==> config.mk <==
export PLATFORM = sky130hd
export DESIGN_NAME = circular_deque
export DESIGN_NICKNAME = d
export VERILOG_FILES = /design/src/design/cdq_pkg.sv /design/src/design/circular_deque.sv /design/src/design/cdq_mem.sv /design/src/design/cdq_ctrl.sv
export SDC_FILE = /design/constraint.sdc
export NUM_CORES = 1
export LEC_CHECK = 0
export ABC_CLOCK_PERIOD_IN_PS = 9750
export BUFFER_PORTS_ARGS = -buffer_cell sky130_fd_sc_hd__buf_2
export CORE_MARGIN = 2
export CORE_UTILIZATION = 35
export CTS_CLUSTER_DIAMETER = 80
export DETAILED_ROUTE_END_ITERATION = 7
export GPL_ROUTABILITY_DRIVEN = 0
export GPL_TIMING_DRIVEN = 0
export MAX_ROUTING_LAYER = met4
export SYNTH_ARGS = -nofsm -noshare
export SYNTH_HDL_FRONTEND = slang
export SYNTH_SLANG_ARGS = --single-unit
==> constraint.sdc <==
create_clock -name i_clk -period 9.75 [get_ports i_clk]
set_input_delay 1.95 -clock i_clk [delete_from_list [all_inputs] [get_ports i_clk]]
set_output_delay 1.95 -clock i_clk [all_outputs]
set_load 0.01 [all_outputs]
==> src/design/cdq_pkg.sv <==
// cdq_pkg: command and status codes plus control types for the circular deque.
// No dependencies; used by cdq_ctrl and circular_deque.
package cdq_pkg;

    typedef enum logic [1:0] {
        CMD_PUSH_FRONT = 2'd0,
        CMD_PUSH_BACK  = 2'd1,
        CMD_POP_FRONT  = 2'd2,
        CMD_POP_BACK   = 2'd3
    } t_cmd;

    typedef enum logic [1:0] {
        ST_DONE       = 2'd0,
        ST_FULL_PUSH  = 2'd1,
        ST_EMPTY_POP  = 2'd2
    } t_status;

    // Slot memory strobes issued by the controller.
    typedef struct packed {
        logic wr_en;
        logic rd_en;
    } t_mem_ctl;

endpackage

==> src/design/circular_deque.sv <==
// circular_deque: double-ended queue in a ring of DEPTH slots, DEPTH-1 usable.
// Depends on cdq_pkg, cdq_ctrl and cdq_mem.
//
//  channel  valid        ready        payload
//  in       i_in_valid   o_in_ready   i_cmd, i_push_value
//  out      o_out_valid  i_out_ready  o_status, o_pop_value, o_now_empty, o_now_full
//
// An item's result appears in the cycle after it is taken, the popped
// word coming from the slot memory's registered read port. With the result
// taken at once, one item is accepted every cycle. While a result waits,
// o_in_ready follows i_out_ready. Reset zeroes both ring pointers; slot
// contents are not cleared and need no clearing pass.
module circular_deque #(
    parameter int DEPTH      = 16,
    parameter int DATA_WIDTH = 32
) (
    input  logic                  i_clk,
    input  logic                  i_rst_n,
    input  logic                  i_in_valid,
    output logic                  o_in_ready,
    input  logic [1:0]            i_cmd,
    input  logic [DATA_WIDTH-1:0] i_push_value,
    output logic                  o_out_valid,
    input  logic                  i_out_ready,
    output logic [1:0]            o_status,
    output logic [DATA_WIDTH-1:0] o_pop_value,
    output logic                  o_now_empty,
    output logic                  o_now_full
);

    localparam int AW = (DEPTH > 1) ? $clog2(DEPTH) : 1;

    cdq_pkg::t_mem_ctl     mem_ctl;
    logic [AW-1:0]         wr_addr;
    logic [AW-1:0]         rd_addr;
    logic [DATA_WIDTH-1:0] rd_data;
    logic                  pop_sel;

    cdq_ctrl #(
        .DEPTH (DEPTH),
        .AW    (AW)
    ) u_ctrl (
        .i_clk       (i_clk),
        .i_rst_n     (i_rst_n),
        .i_in_valid  (i_in_valid),
        .o_in_ready  (o_in_ready),
        .i_cmd       (i_cmd),
        .o_mem_ctl   (mem_ctl),
        .o_wr_addr   (wr_addr),
        .o_rd_addr   (rd_addr),
        .o_out_valid (o_out_valid),
        .i_out_ready (i_out_ready),
        .o_status    (o_status),
        .o_pop_sel   (pop_sel),
        .o_now_empty (o_now_empty),
        .o_now_full  (o_now_full)
    );

    cdq_mem #(
        .DEPTH      (DEPTH),
        .DATA_WIDTH (DATA_WIDTH),
        .AW         (AW)
    ) u_mem (
        .i_clk     (i_clk),
        .i_wr_en   (mem_ctl.wr_en),
        .i_wr_addr (wr_addr),
        .i_wr_data (i_push_value),
        .i_rd_en   (mem_ctl.rd_en),
        .i_rd_addr (rd_addr),
        .o_rd_data (rd_data)
    );

    // Drop the read word unless the item was a successful pop.
    assign o_pop_value = pop_sel ? rd_data : '0;

endmodule

==> src/design/cdq_mem.sv <==
// cdq_mem: slot storage of the deque, one write port and one registered read port.
// Depends on nothing; instantiated by circular_deque.
module cdq_mem #(
    parameter int DEPTH      = 16,
    parameter int DATA_WIDTH = 32,
    parameter int AW         = (DEPTH > 1) ? $clog2(DEPTH) : 1
) (
    input  logic                  i_clk,
    input  logic                  i_wr_en,
    input  logic [AW-1:0]         i_wr_addr,
    input  logic [DATA_WIDTH-1:0] i_wr_data,
    input  logic                  i_rd_en,
    input  logic [AW-1:0]         i_rd_addr,
    output logic [DATA_WIDTH-1:0] o_rd_data
);

    logic [DATA_WIDTH-1:0] r_mem [DEPTH];
    logic [DATA_WIDTH-1:0] r_rd_data;

    always_ff @(posedge i_clk) begin
        if (i_wr_en) begin
            r_mem[i_wr_addr] <= i_wr_data;
        end
    end

    // Read data holds until the next read, so a stalled result keeps its word.
    always_ff @(posedge i_clk) begin
        if (i_rd_en) begin
            r_rd_data <= r_mem[i_rd_addr];
        end
    end

    assign o_rd_data = r_rd_data;

endmodule

==> src/design/cdq_ctrl.sv <==
// cdq_ctrl: ring pointers, command decode, full/empty checks and the result register.
// Depends on cdq_pkg; drives the strobes and addresses of cdq_mem.
module cdq_ctrl #(
    parameter int DEPTH = 16,
    parameter int AW    = (DEPTH > 1) ? $clog2(DEPTH) : 1
) (
    input  logic              i_clk,
    input  logic              i_rst_n,
    input  logic              i_in_valid,
    output logic              o_in_ready,
    input  logic [1:0]        i_cmd,
    output cdq_pkg::t_mem_ctl o_mem_ctl,
    output logic [AW-1:0]     o_wr_addr,
    output logic [AW-1:0]     o_rd_addr,
    output logic              o_out_valid,
    input  logic              i_out_ready,
    output logic [1:0]        o_status,
    output logic              o_pop_sel,
    output logic              o_now_empty,
    output logic              o_now_full
);

    localparam logic [AW-1:0] LAST = AW'(DEPTH - 1);

    function automatic logic [AW-1:0] ring_next(input logic [AW-1:0] idx);
        ring_next = (idx == LAST) ? '0 : idx + 1'b1;
    endfunction

    function automatic logic [AW-1:0] ring_prev(input logic [AW-1:0] idx);
        ring_prev = (idx == '0) ? LAST : idx - 1'b1;
    endfunction

    logic [AW-1:0]    r_head, n_head;
    logic [AW-1:0]    r_tail, n_tail;
    logic             r_out_valid;
    cdq_pkg::t_status r_status, n_status;
    logic             r_pop_sel, n_pop_sel;
    logic             r_now_empty, r_now_full;
    logic             accept;
    logic             cur_empty, cur_full;
    logic [AW-1:0]    head_nx, head_pv, tail_nx, tail_pv;
    cdq_pkg::t_mem_ctl mem_ctl;
    logic [AW-1:0]    wr_addr, rd_addr;

    assign o_in_ready = !r_out_valid || i_out_ready;
    assign accept     = i_in_valid && o_in_ready;

    assign head_nx   = ring_next(r_head);
    assign head_pv   = ring_prev(r_head);
    assign tail_nx   = ring_next(r_tail);
    assign tail_pv   = ring_prev(r_tail);
    assign cur_empty = (r_head == r_tail);
    assign cur_full  = (tail_nx == r_head);

    always_comb begin
        n_head         = r_head;
        n_tail         = r_tail;
        n_status       = cdq_pkg::ST_DONE;
        n_pop_sel      = 1'b0;
        mem_ctl.wr_en  = 1'b0;
        mem_ctl.rd_en  = 1'b0;
        wr_addr        = r_head;
        rd_addr        = r_tail;
        unique case (cdq_pkg::t_cmd'(i_cmd))
            cdq_pkg::CMD_PUSH_FRONT: begin
                if (cur_full) begin
                    n_status = cdq_pkg::ST_FULL_PUSH;
                end else begin
                    mem_ctl.wr_en = accept;
                    wr_addr       = r_head;
                    n_head        = head_pv;
                end
            end
            cdq_pkg::CMD_PUSH_BACK: begin
                if (cur_full) begin
                    n_status = cdq_pkg::ST_FULL_PUSH;
                end else begin
                    mem_ctl.wr_en = accept;
                    wr_addr       = tail_nx;
                    n_tail        = tail_nx;
                end
            end
            cdq_pkg::CMD_POP_FRONT: begin
                if (cur_empty) begin
                    n_status = cdq_pkg::ST_EMPTY_POP;
                end else begin
                    mem_ctl.rd_en = accept;
                    rd_addr       = head_nx;
                    n_head        = head_nx;
                    n_pop_sel     = 1'b1;
                end
            end
            cdq_pkg::CMD_POP_BACK: begin
                if (cur_empty) begin
                    n_status = cdq_pkg::ST_EMPTY_POP;
                end else begin
                    mem_ctl.rd_en = accept;
                    rd_addr       = r_tail;
                    n_tail        = tail_pv;
                    n_pop_sel     = 1'b1;
                end
            end
            default: begin
                n_status = cdq_pkg::ST_DONE;
            end
        endcase
    end

    always_ff @(posedge i_clk) begin
        if (!i_rst_n) begin
            r_head      <= '0;
            r_tail      <= '0;
            r_out_valid <= 1'b0;
        end else begin
            if (accept) begin
                r_head      <= n_head;
                r_tail      <= n_tail;
                r_out_valid <= 1'b1;
            end else if (i_out_ready) begin
                r_out_valid <= 1'b0;
            end
        end
    end

    // Result fields; hold while the result waits downstream.
    always_ff @(posedge i_clk) begin
        if (accept) begin
            r_status    <= n_status;
            r_pop_sel   <= n_pop_sel;
            r_now_empty <= (n_head == n_tail);
            r_now_full  <= (ring_next(n_tail) == n_head);
        end
    end

    assign o_mem_ctl   = mem_ctl;
    assign o_wr_addr   = wr_addr;
    assign o_rd_addr   = rd_addr;
    assign o_out_valid = r_out_valid;
    assign o_status    = r_status;
    assign o_pop_sel   = r_pop_sel;
    assign o_now_empty = r_now_empty;
    assign o_now_full  = r_now_full;

endmodule
# --- Word-level counts from Yosys, hierarchy flattened ---
# Memory sizes are Yosys's and may differ from the RTL's. A register that Yosys moved wholly into a read port is not among the register bits.
# Index checks and enable logic that the tools add are counted.
totals:
  n_memories: 1
  ram_bits: 512
  in_bits: 38
  latchBits: 0
  romBits: 0
  reg_bits: 14
op_classes:
  bitwise_logic: 0
  shifts: 0
  reduce_logical: 9
  n_eq_ne: 10
  multipliers: 0
  add_sub_neg: 5
  div: 0
  magnitude_cmp: 0
  mux: 28
memory_table:
  columns: ["memory", "words", "width", "read_ports", "rd_clocked_by_memory_dff", "wr", "line_no", "source"]
  rows:
  - ["u_mem.r_mem", 16, 32, 1, 1, 1, "cdq_mem.sv:17", "logic [DATA_WIDTH-1:0] r_mem [DEPTH];"]
op_table:
  columns: ["cell", "n"]
  rows:
  - ["$mux 4", 13]
  - ["$mux 32", 1]
  - ["$eq 4x4->1", 4]
  - ["$pmux 4 s2", 2]
  - ["$add 4x1->4 const B", 3]
  - ["$eq 4x4->1 const B", 3]
  - ["$mux 1", 10]
  - ["$logic_not 4->1", 2]
  - ["$sub 4x1->4 const B", 2]
  - ["$eq 2x2->1 const B", 2]
  - ["$pmux 2 s2", 1]
  - ["$reduce_or 2->1", 2]
  - ["$eq 2x1->1 const B", 1]
  - ["$logic_not 2->1", 1]
  - ["$mux 2", 1]
  - ["$reduce_bool 2->1", 1]
  - ["$logic_and 1x1->1", 1]
  - ["$logic_not 1->1", 1]
  - ["$logic_or 1x1->1", 1]

# --- Longest topological paths before layout ---
logic_depth:
  word_depth: 8
  ltp_mapped: 13
  mapped_depth_nobuf: 12

# --- Cells and area by module ---
# Synthesis repeated with hierarchy kept, for this count alone.
unflattened:
  hier_cells: 1069
  area_unflattened_um2: 21923.5
modules_own_cells:
  columns: ["module", "seq_area_each_um2", "cells_per_inst", "instances", "area_per_inst_um2"]
  rows:
  - ["cdq_mem", 16335.7, 838, 1, 20155.6]
  - ["cdq_ctrl", 330.3, 196, 1, 1512.7]
  - ["circular_deque", 0.0, 35, 1, 255.2]

# --- Worst setup path before layout ---
# Ideal clock, no wire load.
synth_timing:
  path_type: "input to register"
  from: "input i_cmd[0]"
  to: "memory u_mem.r_mem[2][0] (enable)"
  setup_time_ps: 421
  n_path_buf: 2
  setup_slack_ps: 4754
  stages: 7
  arrival_ps: 4575
  path_cell_list: "clkbuf_1 -> nor2b_1 -> clkbuf_1 -> o21ai_0 -> a21oi_1 -> nand2_1 -> nor2_1"
synth_via:
  elab_chain_len: 5
synth_lines:
  columns: ["item", "line_no", "source"]
  rows:
  - ["start: declaration", "circular_deque.sv:21", "input logic [1:0] i_cmd,"]
  - ["$eq 2x1->1 or $logic_not 2->1 (tied branches)", "cdq_ctrl.sv:64", "unique case (cdq_pkg::t_cmd'(i_cmd))"]
  - ["$reduce_or 2->1 (no line)", null, null]
  - ["$mux 1", null, null]
  - ["$mux 1", "cdq_mem.sv:21", "if (i_wr_en) begin"]
  - ["$mux 1 (implied by the code)", "cdq_mem.sv:22", "r_mem[i_wr_addr] <= i_wr_data;"]
  - ["end: declaration", "cdq_mem.sv:17", null]
# Parallel ways exist; a longest one is shown, timed or not.

# --- Final worst setup path ---
layout_timing:
  from: "input i_cmd[0]"
  to: "memory u_mem.r_mem[0][13] (enable)"
# Same word-level chain as after synthesis.

==> results by group <==
Status
  • Status: completed

Pwr
  • Peak ir drop on the vdd network: around 0.14 mV
  • Leakage: 8.75 nW
  • Total power density per cell area: between 200 and 250 mW/mm²

Finish
  • Layout overhead on the synthesized area: 17.6%
  • Final design area excluding fillers: 0.0264 mm²
  • End-of-flow core utilization: a little over two fifths
  • Number of filler instances in the final layout: about 5.5k
  • Sequential cell area in the final layout: 0.0167 mm²
  • Most frequent standard cell in the layout excluding fill and tap cells: sky130_fd_sc_hd__edfxtp_1
  • Layout net count: ~1.3k
  • Diode insertion count for antenna repair: 0
  • Area of combinational cells with multiple inputs: roughly 0.0054 mm²
  • Number of standard cells in the layout, taps in and fillers out: 2149
  • Commonest cells after routing, fill and taps aside: sky130_fd_sc_hd__edfxtp_1, sky130_fd_sc_hd__mux4_2, sky130_fd_sc_hd__buf_2
  • Layout cells sized above 1: about 28%

Drt
  • DR DRC count: 0
  • Post-detailed-route wirelength per cell: about 23 µm
  • DR pass1 iterations: 6
  • Detail Route Antenna Nets: 0
  • Via density per instance: 5.17
  • Number of vias in the routed layout: 11.1k
  • Total wire length: 50000 µm
  • Starting DRT DRC Count: between 900 and 1k

STA
  • Clock skew after layout: 37.8 ps
  • Max-slew violation count: 0
  • Worst setup slack after layout: 5340 ps
  • Measured slew at the worst slew-check pin: 1290 ps
  • Setup total negative slack: 0 ps
  • Timing-limited maximum frequency: 227 MHz
  • Post-route clock period utilization: ~45%
  • Final setup fails: 0
  • Fin. Hold Viols: 0
  • Clock period minus worst slack: around 4400 ps
  • Worst max-slew margin expressed relative to the limit: a little over an eighth
  • RSZ-0062 raised after global routing: no

Clocking
  • Clk pin slew, worst setup/hold paths: around 60 ps
  • Clock buffer depth: 3
  • Post-CTS setup buffer count: 0
  • TritonCTS Sinks: 558
  • Hold buffer count at cts: 0
  • Master cell of the clock root buffer: sky130_fd_sc_hd__clkbuf_16
  • PostCTS Resize Cnt: 0
  • Clock H-tree levels: 2
  • TritonCTS clock tree: yes
  • Clock latency on the worst-skew pair: around 640 ps
  • Clock buffers created by TritonCTS: 56

Setup path
  • Worst Path Required: around 10000 ps
  • Largest incremental delay on the critical path: just under 700 ps
  • Ordered cell list for the critical path: clkbuf_1, nor2b_1, clkbuf_1, o21ai_0, a21oi_1, nand2_1, nor2_4, buf_12
  • Highest fanout seen on the critical path: 17
  • Data arrival time at the worst-slack endpoint: 4720 ps
  • Type of element capturing the critical path: register
  • Startpoint kind of the worst setup timing path: input port
  • Critical path's most frequent cell: sky130_fd_sc_hd__clkbuf_1
  • Number of cells on the worst reg-to-reg path: 11
  • Worst path slowest cell: sky130_fd_sc_hd__nor2_4
  • Worst setup path class: input port to register

Placed design
  • Number of I/O port buffers: 74
  • Placed standard-cell area: 0.0244 mm²
  • Worst Setup Slack post-DPL: between 4000 and 5000 ps
  • DPL Wire Length: approximately 33000 µm
  • Cell total after placement: around 2.0k

Synth
  • Count of distinct cell types in the synthesized netlist: 62
  • Share of flip-flops with an asynchronous set or reset after synthesis: 0%
  • Cells after synthesis: 1106
  • Adder and majority cell fraction of the synthesized area: less than 1%
  • Share of synthesized area spent on multiplexers: between 10 and 15%
  • Synth Flop Type: sky130_fd_sc_hd__edfxtp_1
  • Synth Area in XOR/XNOR: 0.792%
  • Yosys synthesis warning count: 0
  • Sequential share of the synthesized area: approximately three quarters
  • Netlist area before placement: between 0.02 and 0.025 mm²
  • Number of synthesized flops with an enable pin: between 500 and 600
  • Compound-cell area share of the yosys netlist: around 4%
  • Synthesized area divided by synthesized cell count: between 20 and 25 µm²
  • Area fraction in and, or, nand and nor cells after synthesis: around 3.8%
  • Synthesis-stage register bit count: around 560
  • Number of nets produced by synthesis: ~1.2k
  • Combinational family with the most area after synthesis: multiplexers

Min path
  • Cell depth of the worst min-delay path: 2
  • Hold/Removal Path Class: register to register

Die
  • Number of rows in the core area: 92
  • Core area: 0.0632 mm²
  • Die H: 257 µm
  • DIE WIDTH: roughly 260 µm
  • Starting density of the core: between 30% and 40%
  • Die Footprint: between 0.06 and 0.07 mm²
  • I/O pin count: 76

Run
  • Max Cap Viol: 0

Global routing
  • Number of antenna violations at the first check in global routing: 2
  • First-pass GRT wire length: roughly 74000 µm
  • Global route total overflow: 0
  • Global Route Usage Sum: around 16%
  • Vias in the first global route: approximately 11k
  • Largest net degree at the start of global routing: 23
## cells by family after synthesis
family,after synthesis
AO/OA/AOI/OAI,125
XOR/XNOR,17
adder cells (fa/ha/maj),6
buffers and inverters,75
flip-flops,558
multiplexers,164
AND/OR/NAND/NOR,161
## state kept, by name, indices dropped and copies added, names as in the netlist
name,count
u_mem.r_mem,512
u_ctrl.o_now_full,1
u_ctrl.r_tail,4
u_ctrl.o_pop_sel,1
u_ctrl.o_out_valid,1
u_ctrl.o_status,2
u_mem.o_rd_data,32
u_ctrl.r_head,4
u_ctrl.o_now_empty,1
## final cells by class
cell class	instances	area share (%)
clock buffers	61	5.38
flip-flops and latches	558	63.2
plain buffers	62	1.69
multi-input cells	473	20.5
clock inverters	45	2.23
well taps	846	4.01
inverters	13	0.185
repair buffers	91	2.84
## worst max-delay path: cells and delay by family
family                 cells  cell delay [ps]
AO/OA/AOI/OAI              2              550
buffers and inverters      3             1010
AND/OR/NAND/NOR            3             1190
## through the flow
stage,total power [mW],hold WS [ps]
6_report,5.71,550
5_1_grt,5.91,597
4_1_cts,5.77,550
3_5_place_dp,3.47,538
3_3_place_gp,3.45,519
2_1_floorplan,3.24,591
## cell usage after synthesis, types with 3 or more instances
master / n / area (µm²)
sky130_fd_sc_hd__mux4_2: 119 / 2680
sky130_fd_sc_hd__o21ai_1: 4 / 20.0
sky130_fd_sc_hd__nand3_1: 7 / 35.0
sky130_fd_sc_hd__xor2_1: 7 / 61.3
sky130_fd_sc_hd__dfxtp_1: 9 / 180
sky130_fd_sc_hd__o211a_1: 4 / 40.0
sky130_fd_sc_hd__buf_4: 7 / 52.6
sky130_fd_sc_hd__o21ai_0: 11 / 55.1
sky130_fd_sc_hd__nor3_1: 8 / 40.0
sky130_fd_sc_hd__a21o_1: 4 / 30.0
sky130_fd_sc_hd__a21oi_1: 44 / 220
sky130_fd_sc_hd__a21boi_0: 5 / 37.5
sky130_fd_sc_hd__xnor2_1: 7 / 61.3
sky130_fd_sc_hd__nand2_1: 28 / 105
sky130_fd_sc_hd__mux2i_1: 35 / 350
sky130_fd_sc_hd__buf_12: 8 / 160
sky130_fd_sc_hd__a211oi_1: 33 / 248
sky130_fd_sc_hd__buf_6: 4 / 45.0
sky130_fd_sc_hd__buf_2: 18 / 90.1
sky130_fd_sc_hd__clkbuf_1: 23 / 86.3
sky130_fd_sc_hd__and2_1: 37 / 231
sky130_fd_sc_hd__ha_1: 6 / 75.1
sky130_fd_sc_hd__nor2_1: 30 / 113
sky130_fd_sc_hd__nor2b_1: 37 / 231
sky130_fd_sc_hd__edfxtp_1: 549 / 16500
sky130_fd_sc_hd__inv_1: 11 / 41.3
sky130_fd_sc_hd__mux4_1: 9 / 236
sky130_fd_sc_hd__nand2b_1: 3 / 18.8
## report_power, final
part / switching [mW] / internal, mW / total [mW]
logic: 0.396 / 0.309 / 0.705
registers: 0.0106 / 2.70 / 2.71
clock network: 0.919 / 1.38 / 2.30
## metal layers
layer / global-route usage (%) / share of wire (%) / vias to the layer above
met3: 2.28 / 4.3 / 72
li1: - / - / 4828
met5: - / 0 / -
met4: 4.68 / 2.2 / 0
met1: 21.0 / 45 / 5931
met2: 24.7 / 49 / 279
## path summary, 6_finish.rpt
| path | start | end | slack (ps) |
|---|---|---|---|
| max | i_cmd[0] | u_mem.r_mem[0][13]$_DFFE_PP_ | 5340 |
| min | u_ctrl.o_out_valid$_SDFFE_PN0P_ | u_ctrl.o_out_valid$_SDFFE_PN0P_ | 550 |
| max reg2reg | u_ctrl.r_tail[0]$_SDFFE_PN0P_ | u_mem.o_rd_data[14]$_DFFE_PP_ | 5770 |
| min reg2reg | u_ctrl.o_out_valid$_SDFFE_PN0P_ | u_ctrl.o_out_valid$_SDFFE_PN0P_ | 550 |
Power figures use the tool's default switching activity.
